`src/rtl/core/psht_pkg.sv`:
```
// ----------------------------------------------------------------------------
// psht_pkg
// shared types, codes and reset values of the peer slot handshake table
// ----------------------------------------------------------------------------
`default_nettype none

package psht_pkg;

  // default table depth
  localparam int MAX_SLOTS_DEF = 16;

  // payload field widths
  localparam int ADDR_W   = 48;
  localparam int TIME_W   = 32;
  localparam int PTYPE_W  = 2;
  localparam int LIMIT_W  = 5;
  localparam int TMO_W    = 29;
  localparam int THR_W    = TMO_W + 4;
  localparam int OIDX_W   = 4;
  localparam int OCOUNT_W = 5;

  // configuration port
  localparam int CFG_ADDR_W = 1;
  localparam int CFG_DATA_W = TMO_W;
  localparam logic [CFG_ADDR_W-1:0] REG_SLOT_LIMIT = 1'd0;
  localparam logic [CFG_ADDR_W-1:0] REG_TIMEOUT_MS = 1'd1;

  localparam logic [LIMIT_W-1:0] SLOT_LIMIT_RST = 5'd16;
  localparam logic [TMO_W-1:0]   TIMEOUT_RST    = 29'd10000;

  // input kinds and packet types
  localparam logic KIND_PACKET = 1'b0;
  localparam logic KIND_TICK   = 1'b1;
  localparam logic [PTYPE_W-1:0] PT_REQUEST = 2'd0;
  localparam logic [PTYPE_W-1:0] PT_ACK     = 2'd1;

  typedef enum logic [1:0] {
    ST_FREE = 2'd0,
    ST_TEMP = 2'd1,
    ST_CONN = 2'd2
  } slot_state_t;

  typedef enum logic [2:0] {
    EV_NONE    = 3'd0,
    EV_ACCEPT  = 3'd1,
    EV_DENY    = 3'd2,
    EV_REFRESH = 3'd3,
    EV_PROMOTE = 3'd4,
    EV_REMOVE  = 3'd5
  } event_t;

  typedef enum logic [2:0] {
    S_IDLE,
    S_LOOK,
    S_DECIDE,
    S_SWEEP,
    S_CLOSE
  } fsm_state_t;

endpackage

`default_nettype wire

```
`src/rtl/core/psht_ram.sv`:
```
// ----------------------------------------------------------------------------
// psht_ram
// generic simple dual-port ram, one write port, one registered read port
// ----------------------------------------------------------------------------
`default_nettype none

module psht_ram #(
  parameter int WIDTH = 8,
  parameter int DEPTH = 16,
  parameter int AW    = (DEPTH > 1) ? $clog2(DEPTH) : 1
) (
  input  wire logic             clk,
  input  wire logic             we,
  input  wire logic [AW-1:0]    waddr,
  input  wire logic [WIDTH-1:0] wdata,
  input  wire logic [AW-1:0]    raddr,
  output logic      [WIDTH-1:0] rdata
);

  logic [WIDTH-1:0] mem [DEPTH];

  always_ff @(posedge clk) begin
    if (we) begin
      mem[waddr] <= wdata;
    end
    rdata <= mem[raddr];
  end

endmodule

`default_nettype wire

```
`src/rtl/core/peer_slot_handshake_table_top.sv`:
```
// ----------------------------------------------------------------------------
// peer_slot_handshake_table_top
// peer slot table with handshake admission, refresh and timeout sweep
// ----------------------------------------------------------------------------
// The table holds MAX_SLOTS peer slots, each free, temporary or connected.
// A packet request looks its address up among the used slots below the
// effective limit min(slot_limit, MAX_SLOTS) and yields exactly one result;
// a tick request sweeps those slots, yields one removal result per freed
// slot in ascending order, then a closing result with last set. The block
// takes one request at a time: a packet compares one slot per cycle against
// the registered read of the address ram, stopping at the first hit, and a
// tick works one slot per cycle through one shared elapsed-time compare
// while the output side does not stall. No clearing pass is needed after
// reset. A finished result waits in the output register while the next
// request is taken.
`default_nettype none

module peer_slot_handshake_table_top
  import psht_pkg::*;
#(
  parameter int MAX_SLOTS = MAX_SLOTS_DEF
) (
  input  wire logic                  clk,
  input  wire logic                  rst,
  // configuration write port
  input  wire logic                  cfg_we,
  input  wire logic [CFG_ADDR_W-1:0] cfg_addr,
  input  wire logic [CFG_DATA_W-1:0] cfg_wdata,
  // request stream
  input  wire logic                  s_tvalid,
  output logic                       s_tready,
  input  wire logic [79:0]           s_tdata,   // peer_addr[47:0], now_ms[79:48]
  input  wire logic [2:0]            s_tuser,   // kind[0], packet_type[2:1]
  // result stream
  output logic                       m_tvalid,
  input  wire logic                  m_tready,
  output logic [15:0]                m_tdata,   // slot_index[3:0], peer_count[8:4]
  output logic [2:0]                 m_tuser,   // event_res[2:0]
  output logic                       m_tlast
);

  // slot index width and a count width that can hold MAX_SLOTS itself
  localparam int IW = (MAX_SLOTS > 1) ? $clog2(MAX_SLOTS) : 1;
  localparam int CW = $clog2(MAX_SLOTS + 1);
  localparam int LW = (CW > LIMIT_W) ? CW : LIMIT_W;

  // configuration registers
  logic [LIMIT_W-1:0] slot_limit;
  logic [TMO_W-1:0]   timeout_ms;

  always_ff @(posedge clk) begin
    if (rst) begin
      slot_limit <= SLOT_LIMIT_RST;
      timeout_ms <= TIMEOUT_RST;
    end else if (cfg_we) begin
      case (cfg_addr)
        REG_SLOT_LIMIT: slot_limit <= cfg_wdata[LIMIT_W-1:0];
        REG_TIMEOUT_MS: timeout_ms <= cfg_wdata;
        default: ;
      endcase
    end
  end

  // effective limit min(slot_limit, MAX_SLOTS)
  logic [LW-1:0] limit_ext;
  logic [CW-1:0] lim;
  assign limit_ext = LW'(slot_limit);
  assign lim = (limit_ext < LW'(MAX_SLOTS)) ? CW'(limit_ext) : CW'(MAX_SLOTS);

  // slot state held in flops, reset to free
  slot_state_t          slot_status [MAX_SLOTS];
  logic [MAX_SLOTS-1:0] slot_seen;
  logic [CW-1:0]        used_count;

  // latched request
  logic              kind_r;
  logic [ADDR_W-1:0] addr_r;
  logic [PTYPE_W-1:0] ptype_r;
  logic [TIME_W-1:0] now_r;
  logic [THR_W-1:0]  tmo_temp;    // 10 * timeout for temporary slots

  // sequencer
  fsm_state_t    state, state_next;
  logic [CW-1:0] rd_cnt, rd_cnt_next;      // next slot to read
  logic          chk_vld, chk_vld_next;    // a slot's read data is at the ram output
  logic [IW-1:0] chk_idx, chk_idx_next;
  logic          hit, hit_next;
  logic [IW-1:0] hit_idx, hit_idx_next;
  logic          free_ok, free_ok_next;
  logic [IW-1:0] free_idx, free_idx_next;
  logic          stall;

  // slot updates from the sequencer
  logic          st_we;
  logic [IW-1:0] st_widx;
  slot_state_t   st_wval;
  logic          seen_we;
  logic          seen_wval;
  logic [CW-1:0] used_next;
  logic          peer_we;
  logic          heard_we;
  logic [IW-1:0] ram_waddr;
  logic [IW-1:0] ram_raddr;

  // result to be loaded into the output register
  logic          emit;
  event_t        em_event;
  logic [IW-1:0] em_idx;
  logic [CW-1:0] em_count;
  logic          em_last;
  logic          emit_ok;

  // output register
  logic                out_valid;
  event_t              out_event;
  logic [OIDX_W-1:0]   out_idx;
  logic [OCOUNT_W-1:0] out_count;
  logic                out_last;

  // no request is taken while reset is held
  logic accept;
  assign s_tready = (state == S_IDLE) && !rst;
  assign accept   = s_tvalid && s_tready;
  assign emit_ok  = !out_valid || m_tready;

  // peer address and last-heard time live in rams
  logic [ADDR_W-1:0] peer_rd;
  logic [TIME_W-1:0] heard_rd;

  psht_ram #(
    .WIDTH(ADDR_W),
    .DEPTH(MAX_SLOTS),
    .AW   (IW)
  ) u_peer_ram (
    .clk  (clk),
    .we   (peer_we),
    .waddr(ram_waddr),
    .wdata(addr_r),
    .raddr(ram_raddr),
    .rdata(peer_rd)
  );

  psht_ram #(
    .WIDTH(TIME_W),
    .DEPTH(MAX_SLOTS),
    .AW   (IW)
  ) u_heard_ram (
    .clk  (clk),
    .we   (heard_we),
    .waddr(ram_waddr),
    .wdata(now_r),
    .raddr(ram_raddr),
    .rdata(heard_rd)
  );

  // shared elapsed-time compare for the sweep
  slot_state_t      chk_state;
  logic [TIME_W-1:0] elapsed;
  logic [THR_W-1:0] thr;
  logic             expired;
  logic             drop;
  logic             addr_match;
  logic             issue_ok;

  assign chk_state  = slot_status[chk_idx];
  assign elapsed    = now_r - heard_rd;
  assign thr        = (chk_state == ST_TEMP) ? tmo_temp : THR_W'(timeout_ms);
  assign expired    = THR_W'(elapsed) >= thr;
  assign addr_match = (chk_state != ST_FREE) && (peer_rd == addr_r);
  assign issue_ok   = rd_cnt < lim;

  always_comb begin
    case (chk_state)
      ST_TEMP: drop = expired;
      ST_CONN: drop = expired && slot_seen[chk_idx];
      default: drop = 1'b0;
    endcase
  end

  // hold the read address on the stalled slot so its data stays put
  assign ram_raddr = stall ? chk_idx : IW'(rd_cnt);

  always_comb begin
    state_next    = state;
    rd_cnt_next   = rd_cnt;
    chk_vld_next  = chk_vld;
    chk_idx_next  = chk_idx;
    hit_next      = hit;
    hit_idx_next  = hit_idx;
    free_ok_next  = free_ok;
    free_idx_next = free_idx;
    stall         = 1'b0;
    st_we         = 1'b0;
    st_widx       = chk_idx;
    st_wval       = ST_FREE;
    seen_we       = 1'b0;
    seen_wval     = 1'b0;
    used_next     = used_count;
    peer_we       = 1'b0;
    heard_we      = 1'b0;
    ram_waddr     = hit_idx;
    emit          = 1'b0;
    em_event      = EV_NONE;
    em_idx        = '0;
    em_count      = used_count;
    em_last       = 1'b1;

    case (state)
      S_IDLE: begin
        rd_cnt_next  = '0;
        chk_vld_next = 1'b0;
        hit_next     = 1'b0;
        free_ok_next = 1'b0;
        if (accept) begin
          state_next = (s_tuser[0] == KIND_TICK) ? S_SWEEP : S_LOOK;
        end
      end

      S_LOOK: begin
        if (chk_vld && addr_match) begin
          hit_next     = 1'b1;
          hit_idx_next = chk_idx;
          chk_vld_next = 1'b0;
          state_next   = S_DECIDE;
        end else begin
          // remember the first free slot on the way for a possible admission
          if (chk_vld && chk_state == ST_FREE && !free_ok) begin
            free_ok_next  = 1'b1;
            free_idx_next = chk_idx;
          end
          chk_vld_next = issue_ok;
          chk_idx_next = IW'(rd_cnt);
          if (issue_ok) begin
            rd_cnt_next = rd_cnt + CW'(1);
          end else if (!chk_vld) begin
            state_next = S_DECIDE;
          end
        end
      end

      S_DECIDE: begin
        if (emit_ok) begin
          emit       = 1'b1;
          state_next = S_IDLE;
          if (hit) begin
            // known peer: refresh time and seen flag, ack promotes
            heard_we  = 1'b1;
            seen_we   = 1'b1;
            seen_wval = 1'b1;
            st_widx   = hit_idx;
            em_idx    = hit_idx;
            if (ptype_r == PT_ACK) begin
              st_we    = 1'b1;
              st_wval  = ST_CONN;
              em_event = EV_PROMOTE;
            end else begin
              em_event = EV_REFRESH;
            end
          end else if (ptype_r != PT_REQUEST) begin
            em_event = EV_NONE;
          end else if (used_count < lim && free_ok) begin
            // admit the new peer as temporary in the first free slot
            ram_waddr = free_idx;
            peer_we   = 1'b1;
            heard_we  = 1'b1;
            st_we     = 1'b1;
            st_widx   = free_idx;
            st_wval   = ST_TEMP;
            seen_we   = 1'b1;
            seen_wval = 1'b0;
            used_next = used_count + CW'(1);
            em_event  = EV_ACCEPT;
            em_idx    = free_idx;
            em_count  = used_next;
          end else begin
            em_event = EV_DENY;
          end
        end
      end

      S_SWEEP: begin
        if (chk_vld && drop) begin
          if (emit_ok) begin
            emit     = 1'b1;
            st_we    = 1'b1;
            st_widx  = chk_idx;
            st_wval  = ST_FREE;
            seen_we  = 1'b1;
            seen_wval = 1'b0;
            if (used_count != '0) begin
              used_next = used_count - CW'(1);
            end
            em_event = EV_REMOVE;
            em_idx   = chk_idx;
            em_count = used_next;
            em_last  = 1'b0;
          end else begin
            stall = 1'b1;
          end
        end
        if (!stall) begin
          chk_vld_next = issue_ok;
          chk_idx_next = IW'(rd_cnt);
          if (issue_ok) begin
            rd_cnt_next = rd_cnt + CW'(1);
          end else if (!chk_vld) begin
            state_next = S_CLOSE;
          end
        end
      end

      S_CLOSE: begin
        if (emit_ok) begin
          emit       = 1'b1;
          em_event   = EV_NONE;
          state_next = S_IDLE;
        end
      end

      default: state_next = S_IDLE;
    endcase
  end

  always_ff @(posedge clk) begin
    if (rst) begin
      state      <= S_IDLE;
      rd_cnt     <= '0;
      chk_vld    <= 1'b0;
      hit        <= 1'b0;
      free_ok    <= 1'b0;
      used_count <= '0;
      slot_seen  <= '0;
      out_valid  <= 1'b0;
      for (int i = 0; i < MAX_SLOTS; i++) begin
        slot_status[i] <= ST_FREE;
      end
    end else begin
      state      <= state_next;
      rd_cnt     <= rd_cnt_next;
      chk_vld    <= chk_vld_next;
      hit        <= hit_next;
      free_ok    <= free_ok_next;
      used_count <= used_next;
      if (st_we) begin
        slot_status[st_widx] <= st_wval;
      end
      if (seen_we) begin
        slot_seen[st_widx] <= seen_wval;
      end
      if (emit) begin
        out_valid <= 1'b1;
      end else if (m_tready) begin
        out_valid <= 1'b0;
      end
    end
  end

  // payload registers
  always_ff @(posedge clk) begin
    chk_idx  <= chk_idx_next;
    hit_idx  <= hit_idx_next;
    free_idx <= free_idx_next;
    if (accept) begin
      kind_r   <= s_tuser[0];
      ptype_r  <= s_tuser[2:1];
      addr_r   <= s_tdata[ADDR_W-1:0];
      now_r    <= s_tdata[ADDR_W+TIME_W-1:ADDR_W];
      tmo_temp <= (THR_W'(timeout_ms) << 3) + (THR_W'(timeout_ms) << 1);
    end
    if (emit) begin
      out_event <= em_event;
      out_idx   <= OIDX_W'(em_idx);
      out_count <= OCOUNT_W'(em_count);
      out_last  <= em_last;
    end
  end

  assign m_tvalid = out_valid;
  assign m_tuser  = out_event;
  assign m_tdata  = {7'd0, out_count, out_idx};
  assign m_tlast  = out_last;

  // ---------------------------------------------------------------------------
  // assertions
  // ---------------------------------------------------------------------------
  logic [MAX_SLOTS-1:0] busy_vec;

  always_comb begin
    for (int i = 0; i < MAX_SLOTS; i++) begin
      busy_vec[i] = (slot_status[i] != ST_FREE);
    end
  end

  // the used count tracks the slots that are not free
  a_used_matches_slots: assert property (@(posedge clk) disable iff (rst)
    used_count == CW'($countones(busy_vec)))
    else $error("used count out of step with slot states");

  a_used_bounded: assert property (@(posedge clk) disable iff (rst)
    used_count <= CW'(MAX_SLOTS))
    else $error("used count above table depth");

  // only sweep removals come out without last
  a_open_is_remove: assert property (@(posedge clk) disable iff (rst)
    m_tvalid && !m_tlast |-> m_tuser == EV_REMOVE)
    else $error("non-final result that is not a removal");

  // a taken request leaves the sequencer busy with its kind latched
  a_busy_after_accept: assert property (@(posedge clk) disable iff (rst)
    s_tvalid && s_tready |=> !s_tready && (kind_r == $past(s_tuser[0])))
    else $error("request taken while the sequencer is busy");

endmodule

`default_nettype wire

```
`config.mk`:
```
export PLATFORM = sky130hd
export DESIGN_NAME = peer_slot_handshake_table_top
export DESIGN_NICKNAME = d
export VERILOG_FILES = /design/src/rtl/core/psht_pkg.sv /design/src/rtl/core/psht_ram.sv /design/src/rtl/core/peer_slot_handshake_table_top.sv
export SDC_FILE = /design/constraint.sdc
export NUM_CORES = 2
export LEC_CHECK = 0
export BUFFER_PORTS_ARGS = -buffer_cell sky130_fd_sc_hd__buf_2
export CAP_MARGIN = 20
export CORE_UTILIZATION = 40
export CTS_CLUSTER_SIZE = 28
export DETAILED_ROUTE_END_ITERATION = 16
export HOLD_SLACK_MARGIN = 0.15
export PLACE_DENSITY = 0.57
export SETUP_SLACK_MARGIN = 0.5
export SYNTH_ARGS = -nofsm -noshare
export SYNTH_HDL_FRONTEND = slang
export SYNTH_HIERARCHICAL = 1
export SYNTH_SLANG_ARGS = --single-unit
```
`constraint.sdc`:
```
create_clock -name clk -period 16.8 [get_ports clk]
set_input_delay 3.36 -clock clk [delete_from_list [all_inputs] [get_ports clk]]
set_output_delay 3.36 -clock clk [all_outputs]
set_load 0.03 [all_outputs]
```
==> impl_metrics.py <==
metrics = {
    "setup_path": {
        "start_kind": "flop",
        "crit_arrival_ns": 9.52,
        "slowest_delay_ns": 0.84,
        "crit_path_end_kind": "flop",
        "path_class": "reg -> reg",
        "cp_slowest_cell": "buf_4",
        "critPathMaxFanout": 63,
        "rrSetupSlack_ns": 7.94,
        "cp.required_ns": 17.46,
        "worstPathCellList": "inv_1 > ha_1 > fa_1 > nor2b_1 > o31ai_1 > a21oi_2 > a2111oi_2 > o31a_1 > or4_1 > a311oi_1 > xor2_1 > ha_1 > nand4_1 > or3_1 > o221ai_1 > o2111ai_4 > mux2_8 > buf_4 > buf_4 > mux4_2 > a22oi_1 > nand2_1",
    },
    "routing": {
        "drt_first_pass_iters": 5,
        "vias": 32453,
        "via_per_inst": 5.56,
        "drt_iter0_drc": 2815,
        "remaining_drc_errors": 0,
        "wl_um": 156000,
        "drtAntennaViolNets": 0,
        "wl_per_cell_um": 26.8,
    },
    "clock_network": {
        "cts_buffers": 164,
        "cts.clk_slew.worst_paths_ns": 0.06,
        "htreeDepth": 4,
        "cts_resized": 0,
        "insertion_delay_ns": 0.79,
        "post_cts_buffers": 0,
        "cts_sinks": 1602,
        "cts_hold_buffers": 0,
        "clockRootBuffer": "clkbuf_16",
        "cts_buffer_depth": 3,
        "cts_tree": "built",
    },
    "layout": {
        "n_fill_cell": 13443,
        "drive_gt1_frac": 0.224,
        "fin_area_sq_um": 72300,
        "fin_util": 0.457,
        "nets": 3854,
        "area_growth_syn_to_layout_pct": 13.5,
    },
    "timing": {
        "worst_slew_pin_slew_ns": 1.16,
        "slew-limit-headroom": 0.230,
        "finalHoldViolations": 0,
        "finalCriticalPeriod_ns": 8.86,
        "fin_tns_setup_ns": 0,
        "rsz0062_at_grt": "false",
        "maxSlewViolCount": 0,
        "fmax_mhz": 113,
        "finalCritPeriodShare": 0.527,
        "fin_worst_skew_ns": 0.0384,
        "worst_slack_ns": 7.94,
        "final-setup-viol-count": 0,
    },
    "worst_hold_path": {
        "hold_class": "reg -> reg",
    },
    "global_route": {
        "grt_overflow": 0,
        "groute.usage.overall": 0.195,
        "grt-busiest-layer": "met2",
        "grt_antenna_before_repair": 8,
        "globalRouteMet1Util": 0.259,
        "grt_max_degree": 107,
        "met2_usage": 0.331,
        "grt.met3_usage": 0.0338,
        "grt_pass1_wl_um": 229000,
        "grt_pass1_vias": 33327,
    },
    "status": {
        "status": "finished clean",
    },
    "floorplanning": {
        "die_h_um": 401,
        "initial_core_util": 0.403,
        "die_w_um": 401,
        "top_level_ports": 140,
        "fp.coreArea_sq_um": 158000,
        "dieArea_sq_um": 161000,
        "rows": 146,
    },
    "yosys": {
        "synth_area_sq_um": 63700,
        "synth_compound_area_frac": 0.0496,
        "synthFlopType": "edfxtp_1",
        "yosys_warnings": 6,
        "muxShareOfSynthArea": 0.129,
        "synth_top_family_by_area": "multiplexers",
        "yosys.area_share.xor_xnor": 0.0124,
        "synth.avg_cell_area_sq_um": 18.6,
        "synth_cells": 3424,
        "ys_types": 81,
        "ys_seq_area_frac": 0.731,
        "ys_seq_elements": 1602,
        "synth_edf_count": 1451,
        "synth-simple-area-share": 0.0406,
        "synthAdderAreaFrac": 0.0211,
        "ys_async_sr_fraction": 0,
    },
    "placed_design": {
        "dpl.hpwl_um": 83500,
        "place_area_sq_um": 67000,
        "place_ws_ns": 7.76,
        "port_buffers": 132,
        "place.gp.congestion": 0.832,
    },
    "pwr": {
        "p_total_mw": 9.35,
        "p_per_area_nw_per_um2": 129,
        "ir_worst_vdd_mv": 0.100,
        "leakage_nw": 23.4,
    },
    "run": {
        "maxCapViolCount": 0,
    },
}
power breakdown:
| group | switching (mW) | total (mW) | internal (mW) |
|---|---|---|---|
| Clock | 1.54 | 3.60 | 2.06 |
| Combinational | 0.605 | 1.11 | 0.506 |
| Sequential | 0.147 | 4.65 | 4.50 |
| Total | 2.29 | 9.35 | 7.07 |
path summary, 6_finish.rpt:
check,end,cells after the start,from
worst min-delay path,slot_seen[12],2,slot_seen[12]
worst max register to register,u_peer_ram/rdata[24],22,now_r[0]
worst min register to register,slot_seen[12],2,slot_seen[12]
worst max-delay path,u_peer_ram/rdata[24],22,now_r[0]
Yosys cell counts (38+ instances only):
| library cell | number | area share |
|---|---|---|
| edfxtp_1 | 1451 | 0.68 |
| a21oi_1 | 103 | 0.0081 |
| clkbuf_1 | 75 | 0.0044 |
| ha_1 | 104 | 0.020 |
| dfxtp_1 | 151 | 0.047 |
| xnor2_1 | 56 | 0.0077 |
| nand2b_1 | 38 | 0.0037 |
| nand2_1 | 213 | 0.013 |
| a22oi_1 | 163 | 0.019 |
| mux4_2 | 335 | 0.12 |
| mux2i_1 | 53 | 0.0083 |
| inv_1 | 69 | 0.0041 |
| nor2_1 | 121 | 0.0071 |
metrics by stage:
stage / instances / hold WS (ns)
floorplan: 3430 / 0.439
global placement: 5535 / 0.461
detailed placement: 5535 / 0.467
CTS: 5833 / 0.481
global route: 5834 / 0.501
finish: 5837 / 0.479
state kept, by name, summed over array words and instances, names as in the netlist, 4 cells and up, named ones only:
register           flops
slot_seen             16
slot_status           32
limit_ext              5
out_count              5
free_idx               4
chk_idx                4
rd_cnt                 5
u_heard_ram/mem      512
now_r                 32
tmo_temp              32
u_heard_ram/rdata     32
u_peer_ram/rdata      48
timeout_ms            29
hit_idx                4
addr_r                48
u_peer_ram/mem       768
out_idx                4
used_count             5
critical path, delay by kind of cell (launching register included):
kind	cells	cell delay, ns
and+or+nand+nor	5	1.41
xor gates and xnor gates	1	0.12
muxes	2	1.37
adders and majority gates	3	0.97
AOI/OAI and AO/OA	8	2.40
DFF	1	0.63
buffers and inverters	3	1.69
metal layers:
metal / vias up / wire (um)
met3: 230 / 8310
met5: - / 52
met1: 17175 / 65800
met4: 8 / 3410
li1: 14189 / -
met2: 851 / 78900
cell usage in the layout, fill, tap and decap left out, types with 11 or more instances in the layout:
cell,n
bufinv_16,11
clkinv_2,28
o21bai_1,25
edfxtp_1,1451
xor2_1,34
nand4_1,16
a21o_1,32
buf_4,60
o21ai_0,33
ha_1,103
clkbuf_16,167
mux2_2,11
nand3_1,30
inv_1,69
nand2b_1,38
clkbuf_8,12
nand3b_1,13
nor2b_1,26
nor3_1,19
nor2_1,95
mux2i_1,53
buf_2,132
nor2_4,26
dfxtp_1,151
xnor2_1,56
nand2_1,213
clkbuf_1,41
a22oi_1,163
a21oi_1,103
mux4_2,335
clkinv_1,21
logic make-up after synthesis:
group                    after synthesis
adder cells (fa/ha/maj)              106
AND/OR/NAND/NOR                      548
flip-flops                          1602
XOR/XNOR                              90
AO/OA/AOI/OAI                        448
multiplexers                         401
buffers and inverters                228
other                                  1
layout make-up:
class	instances	area [sq um]	share of cell area
tap	2072	2590	0.0358
clock inverter	78	811	0.0112
timing repair buffer	193	1130	0.0156
sequential	1602	46600	0.644
antenna	3	7.51	0.000104
clock buffer	220	4500	0.0622
multi-input combinational	1600	16400	0.227
inverter	69	259	0.00358
Power figures use the tool's default switching activity.
